**src/rtl/san_pkg.sv**
```systemverilog
// Shared package for the spectrum average normalizer.
// Holds sizes, command codes, state encodings and the divider request and response structs.
// No dependencies.
package san_pkg;

   localparam int NUM_BINS = 4096;
   localparam int BIN_W = $clog2(NUM_BINS);
   localparam int CNT_W = BIN_W + 1;
   localparam int SUM_W = 32;
   localparam int MEAN_W = 15;
   localparam int DIM_W = 12;
   localparam int DIV_W = 32;
   localparam logic [MEAN_W-1:0] MIN_START = 15'd9999;
   localparam logic [MEAN_W-1:0] MEAN_MAX = 15'd32767;
   localparam logic [DIM_W-1:0] EDGE_ROWS = 12'd2;

   typedef enum logic [1:0] {
      CMD_ACCUM = 2'd0,
      CMD_END_FRAME = 2'd1,
      CMD_READ = 2'd2,
      CMD_CLEAR = 2'd3
   } cmd_type;

   typedef enum logic [1:0] {
      REG_WINDOW_START = 2'd0,
      REG_WINDOW_END = 2'd1,
      REG_DISPLAY_WIDTH = 2'd2,
      REG_DISPLAY_HEIGHT = 2'd3
   } reg_type;

   typedef enum logic [3:0] {
      ST_IDLE,
      ST_CLEAR,
      ST_ACC_READ,
      ST_ACC_WRITE,
      ST_EF_READ,
      ST_EF_DIV,
      ST_RD_READ,
      ST_RD_MEAN,
      ST_RD_X,
      ST_RD_H,
      ST_DONE
   } state_type;

   // Request to and status from the shared divider.
   typedef struct packed {
      logic start;
      logic [63:0] dividend;
      logic [DIV_W-1:0] divisor;
   } div_req_type;

   typedef struct packed {
      logic busy;
      logic done;
      logic [63:0] quotient;
   } div_rsp_type;

endpackage

```
**src/rtl/san_div.sv**
```systemverilog
// Shared restoring divider, one quotient bit per cycle.
// Depends on san_pkg.
module san_div
   import san_pkg::*;
(
   input  logic        clock,
   input  logic        reset,
   input  div_req_type req,
   output div_rsp_type rsp
);

   localparam int STEP_W = $clog2(64 + 1);

   logic [63:0] quot_ff, quot_in;
   logic [DIV_W:0] rem_ff, rem_in;
   logic [DIV_W-1:0] dsr_ff, dsr_in;
   logic [STEP_W-1:0] step_ff, step_in;
   logic busy_ff, busy_in;
   logic done_ff, done_in;
   logic [DIV_W:0] trial;

   // One shift-subtract step per cycle over the 64-bit dividend.
   always_comb begin
      quot_in = quot_ff;
      rem_in = rem_ff;
      dsr_in = dsr_ff;
      step_in = step_ff;
      busy_in = busy_ff;
      done_in = 1'b0;
      trial = {rem_ff[DIV_W-1:0], quot_ff[63]};
      if (req.start) begin
         quot_in = req.dividend;
         rem_in = '0;
         dsr_in = req.divisor;
         step_in = STEP_W'(64);
         busy_in = 1'b1;
      end else if (busy_ff) begin
         if (trial >= {1'b0, dsr_ff}) begin
            rem_in = trial - {1'b0, dsr_ff};
            quot_in = {quot_ff[62:0], 1'b1};
         end else begin
            rem_in = trial;
            quot_in = {quot_ff[62:0], 1'b0};
         end
         step_in = step_ff - STEP_W'(1);
         if (step_ff == STEP_W'(1)) begin
            busy_in = 1'b0;
            done_in = 1'b1;
         end
      end
   end

   always_ff @(posedge clock) begin
      if (reset) begin
         busy_ff <= 1'b0;
         done_ff <= 1'b0;
         step_ff <= '0;
      end else begin
         busy_ff <= busy_in;
         done_ff <= done_in;
         step_ff <= step_in;
      end
      quot_ff <= quot_in;
      rem_ff <= rem_in;
      dsr_ff <= dsr_in;
   end

   assign rsp.busy = busy_ff;
   assign rsp.done = done_ff;
   assign rsp.quotient = quot_ff;

`ifndef ASSERT_OFF
   a_done_after_busy: assert property (@(posedge clock) disable iff (reset)
      rsp.done |-> !rsp.busy)
      else $error("divider done while busy");
   a_done_one_cycle: assert property (@(posedge clock) disable iff (reset)
      rsp.done |=> !rsp.done)
      else $error("divider done held");
   a_start_busy: assert property (@(posedge clock) disable iff (reset)
      req.start |=> rsp.busy)
      else $error("divider did not start");
`endif

endmodule

```
**config.mk**
```make
export PLATFORM = sky130hd
export DESIGN_NAME = san_div
export DESIGN_NICKNAME = d
export VERILOG_FILES = /design/src/rtl/san_pkg.sv /design/src/rtl/san_div.sv
export SDC_FILE = /design/constraint.sdc
export NUM_CORES = 1
export LEC_CHECK = 0
export BUFFER_PORTS_ARGS = -buffer_cell sky130_fd_sc_hd__buf_2
export CAP_MARGIN = 20
export CELL_PAD_IN_SITES_DETAIL_PLACEMENT = 2
export CELL_PAD_IN_SITES_GLOBAL_PLACEMENT = 2
export CORE_UTILIZATION = 35
export DETAILED_ROUTE_END_ITERATION = 16
export MAX_ROUTING_LAYER = met4
export PLACE_DENSITY_LB_ADDON = 0.1
export SYNTH_ARGS = -nofsm -noshare
export SYNTH_HDL_FRONTEND = slang
export SYNTH_SLANG_ARGS = --single-unit
export TNS_END_PERCENT = 1
```
**constraint.sdc**
```tcl
create_clock -name clock -period 3.49 [get_ports clock]
set_input_delay 0 -clock clock [delete_from_list [all_inputs] [get_ports clock]]
set_output_delay 0 -clock clock [all_outputs]
set_load 0.03 [all_outputs]
```
==> out/results.tsv <==
stage	metric	value	unit
outcome	status	complete, no violations	
yosys	Post-Synth Adder-Cell Area	5.98	%
cells_and_area	commonest non-fill, non-tap cell in the layout	buf_2	
yosys	Compound-Gate Fraction of Synth Area	13.0	%
clock_network	CTS tree	built	
floorplan	Initial Util	35.6	%
routing	final wirelength	26000	um
yosys	mux contribution to synthesized area	11.8	%
worst_hold_path	Hold Path End	rem_ff[31]$_SDFFE_PP0P_	
yosys	sequential area share after synthesis	49.7	%
critical_path	Setup CP Type	flip-flop to flip-flop	
yosys	yosys warns	0	
placed_design	DP HPWL	16500	um
critical_path	CP Max Fanout	12	
sta	RSZ-0062 raised after global routing	no	
worst_hold_path	min-delay src	req[96]	
yosys	top cell type's share of synthesized area	38.7	%
routing	DRT iter0 DRCs	212	
sta	Fmax achieved	324	MHz
yosys	Netlist cell types	56	
sta	Slew @ Worst Pin	0.899	ns
yosys	Synth Area per Inst	10.8	sq um
critical_path	Data arrival, critical path	3.26	ns
sta	clk_skew	0.0152	ns
pwr	P per Cell Area	495	nW/um^2
global_route	total track usage	25.4	%
critical_path	r2r setup slk	0.41	ns
yosys	async set or reset register ratio after synthesis	0	%
yosys	main combinational cell family by area after synthesis	compound AO/OA/AOI/OAI gates	
worst_hold_path	Min-Delay Path Depth	5	
pwr	Max IR drop VDD	0.376	mV
sta	Slew Limit Fails	0	
clock_network	Clock Sinks	137	
cells_and_area	commonest non-fill, non-tap cells in the layout	buf_2 (163), dlygate4sd3_1 (97), edfxtp_1 (96), mux2_2 (64), nor2_1 (53)	
yosys	Synth Flop Type	edfxtp_1	
critical_path	r2r startpoint	dsr_ff[18]$_DFFE_PP_	
routing	drt pass-1 iters	4	
placed_design	placed cells	1102	
routing	# DRC	0	
routing	DRT antenna net count	0	
clock_network	Max clock buf depth	2	
sta	final setup fails	0	
global_route	vias in the first global route	7412	
sta	worst rel slew slack	40.1	%
critical_path	CP required	3.67	ns
clock_network	clock buffer count from CTS	17	
clock_network	CTS HTree Levels	4	
critical_path	R2R cell count	10	
routing	wire per inst	21.2	um
floorplan	die height	148	um
placed_design	RePlAce Congestion	0.805	
yosys	top post-synthesis cells by area	edfxtp_1 (39%), dfxtp_1 (11%), mux2_2 (9.7%)	
routing	routed vias/inst	5.21	
yosys	Mapped Area	7450	sq um
yosys	Yosys reg bits	137	
critical_path	reg-to-reg endpoint	quot_ff[0]$_DFFE_PP_	
floorplan	IO Pins	165	
global_route	GRT Residual Overflow	0	
yosys	simple-gate portion of the synthesized area	10.6	%
cells_and_area	n_diodes	0	
critical_path	Worst setup EP type	flip-flop	
pwr	PnR Total Power	4.99	mW
pwr	Leakage Power	4.18	nW
clock_network	CTS clock-pin slew for the worst setup and hold paths	0.07	ns
floorplan	Die W	148	um
routing	routed via count	6412	
sta	Final Hold Viols	0	
cells_and_area	Area Growth Syn to Fin	35.2	%
yosys	count of flip-flops with a built-in enable after synthesis	96	
yosys	syn_nets	822	
worst_hold_path	Hold Crit Class	input pin to flip-flop	
global_route	first-pass GRT wire length	40900	um
floorplan	Core Area	21000	sq um
sta	TNS Setup	0	ns
clock_network	CTS Root Cell	clkbuf_16	
cells_and_area	Filler cells	2179	
floorplan	die area	21900	sq um
yosys	Yosys top cell by area	edfxtp_1	
clock_network	Post-CTS Setup Repair Bufs	0	
cells_and_area	ratio of cells with drive above 1 in the final layout	29.5	%
cells_and_area	final cell count without fillers	1231	
yosys	post-synthesis xor/xnor area fraction	3.76	%
global_route	initial antenna violation count	0	
global_route	largest net degree at the start of global routing	68	
run	MaxCap Viol Count	0	
cells_and_area	layout net count	1077	
yosys	Syn Inst Count	688	
placed_design	IO Port Bufs	164	
critical_path	Startpoint Class	flip-flop	
sta	fin crit share	88.3	%
clock_network	Worst-Skew Late Latency	0.43	ns
floorplan	site row count	53	
sta	final worst path period need	3.08	ns
==> cells in the mapped netlist, types with 2 or more instances <==
library cell / count
a31o_2: 2
nor3_1: 9
a211oi_1: 17
a21o_1: 8
xor2_1: 13
edfxtp_1: 96
xnor2_1: 19
and4_1: 2
or2_2: 4
o21a_1: 4
nor2b_1: 4
clkbuf_1: 17
a31oi_1: 3
or3_1: 5
mux2i_1: 16
buf_4: 3
buf_2: 10
nor2_1: 53
a2111oi_0: 2
nand3_1: 8
nand2_1: 52
o22ai_1: 2
o211ai_1: 7
a311oi_1: 6
o21bai_1: 5
or4_1: 2
a21oi_1: 48
buf_6: 3
nor4_1: 2
ha_1: 34
o21ai_0: 33
o21ai_1: 6
o31ai_1: 5
mux2_2: 64
and3_1: 3
nand4_1: 7
inv_1: 48
nand2b_1: 6
o2111ai_1: 2
dfxtp_1: 41
nor3b_1: 2
==> where the power goes <==
part           total (mW)  switching (mW)  internal [mW]
clock                1.88           0.809           1.07
sequential           1.99          0.0881           1.91
combinational        1.11           0.671          0.439
total                4.99            1.57           3.42
==> critical path: stages (launching register included) <==
cell	delay (ns)
edfxtp_1	0.33
inv_1	0.05
ha_1	0.38
a211oi_2	0.31
o21ai_1	0.15
a2111oi_0	0.37
or3_1	0.19
and4_1	0.48
nor2_8	0.08
buf_4	0.21
mux2_2	0.28
==> state kept, by name, indices dropped and copies added, names as in the netlist <==
name / flops
busy_ff: 1
done_ff: 1
dsr_ff: 32
quot_ff: 64
rem_ff: 32
step_ff: 7
==> stage by stage <==
| step | instance area (sq um) | hold slack, ns | setup slack, ns | utilization, % |
|---|---|---|---|---|
| final | 10100 | 0.0964 | 0.408 | 48.1 |
| after global placement | 8510 | 0.176 | 0.445 | 40.6 |
| after detailed placement | 8510 | 0.178 | 0.381 | 40.6 |
| after CTS | 10100 | 0.0882 | 0.372 | 48.1 |
| after global routing | 10100 | 0.114 | 0.160 | 48.1 |
| after floorplan | 7450 | 0.0724 | 0.871 | - |
==> cell families (layout without fill, tap and decap cells) <==
| kind of cell | count (synthesis) | in the layout |
|---|---|---|
| AOI/OAI and AO/OA | 155 | 155 |
| DFF | 137 | 137 |
| buffers and inverters | 84 | 352 |
| and+or+nand+nor | 165 | 165 |
| muxes | 80 | 80 |
| xor gates and xnor gates | 32 | 32 |
| adders and majority gates | 35 | 35 |
==> timing repair <==
item,CTS,global route
hold endpoints to repair,105,0
resized for setup,0,0
hold buffers,97,0
==> per-layer routing <==
layer	global-route usage [%]	wire length, um	up-vias
li1	-	-	3009
met1	28.3	11000	3228
met2	45.8	13600	155
met3	5.59	1190	20
met4	6.49	276	0
met5	-	0	-
==> how the worst max path moves through the flow <==
stage                                      from  slack (ns)  cells past startpoint                      end
final                      dsr_ff[18]$_DFFE_PP_        0.41                     10     quot_ff[0]$_DFFE_PP_
after detailed placement   dsr_ff[18]$_DFFE_PP_        0.38                     10     quot_ff[0]$_DFFE_PP_
after global routing       dsr_ff[18]$_DFFE_PP_        0.16                     12  rem_ff[15]$_SDFFE_PP0P_
after floorplan           quot_ff[63]$_DFFE_PP_        0.87                     12  rem_ff[24]$_SDFFE_PP0P_
after CTS                  dsr_ff[18]$_DFFE_PP_        0.37                     12  rem_ff[15]$_SDFFE_PP0P_
after global placement     dsr_ff[18]$_DFFE_PP_        0.45                     10     quot_ff[0]$_DFFE_PP_
==> area by class of cell <==
type | count | area [sq um] | share of cell area (%)
Sequential cell | 137 | 3700 | 36.8
Multi-Input combinational cell | 467 | 3370 | 33.4
Timing Repair Buffer | 272 | 1890 | 18.8
Clock buffer | 18 | 429 | 4.26
Tap cell | 275 | 344 | 3.42
Inverter | 48 | 180 | 1.79
Clock inverter | 14 | 158 | 1.57
Power figures use the tool's default switching activity.
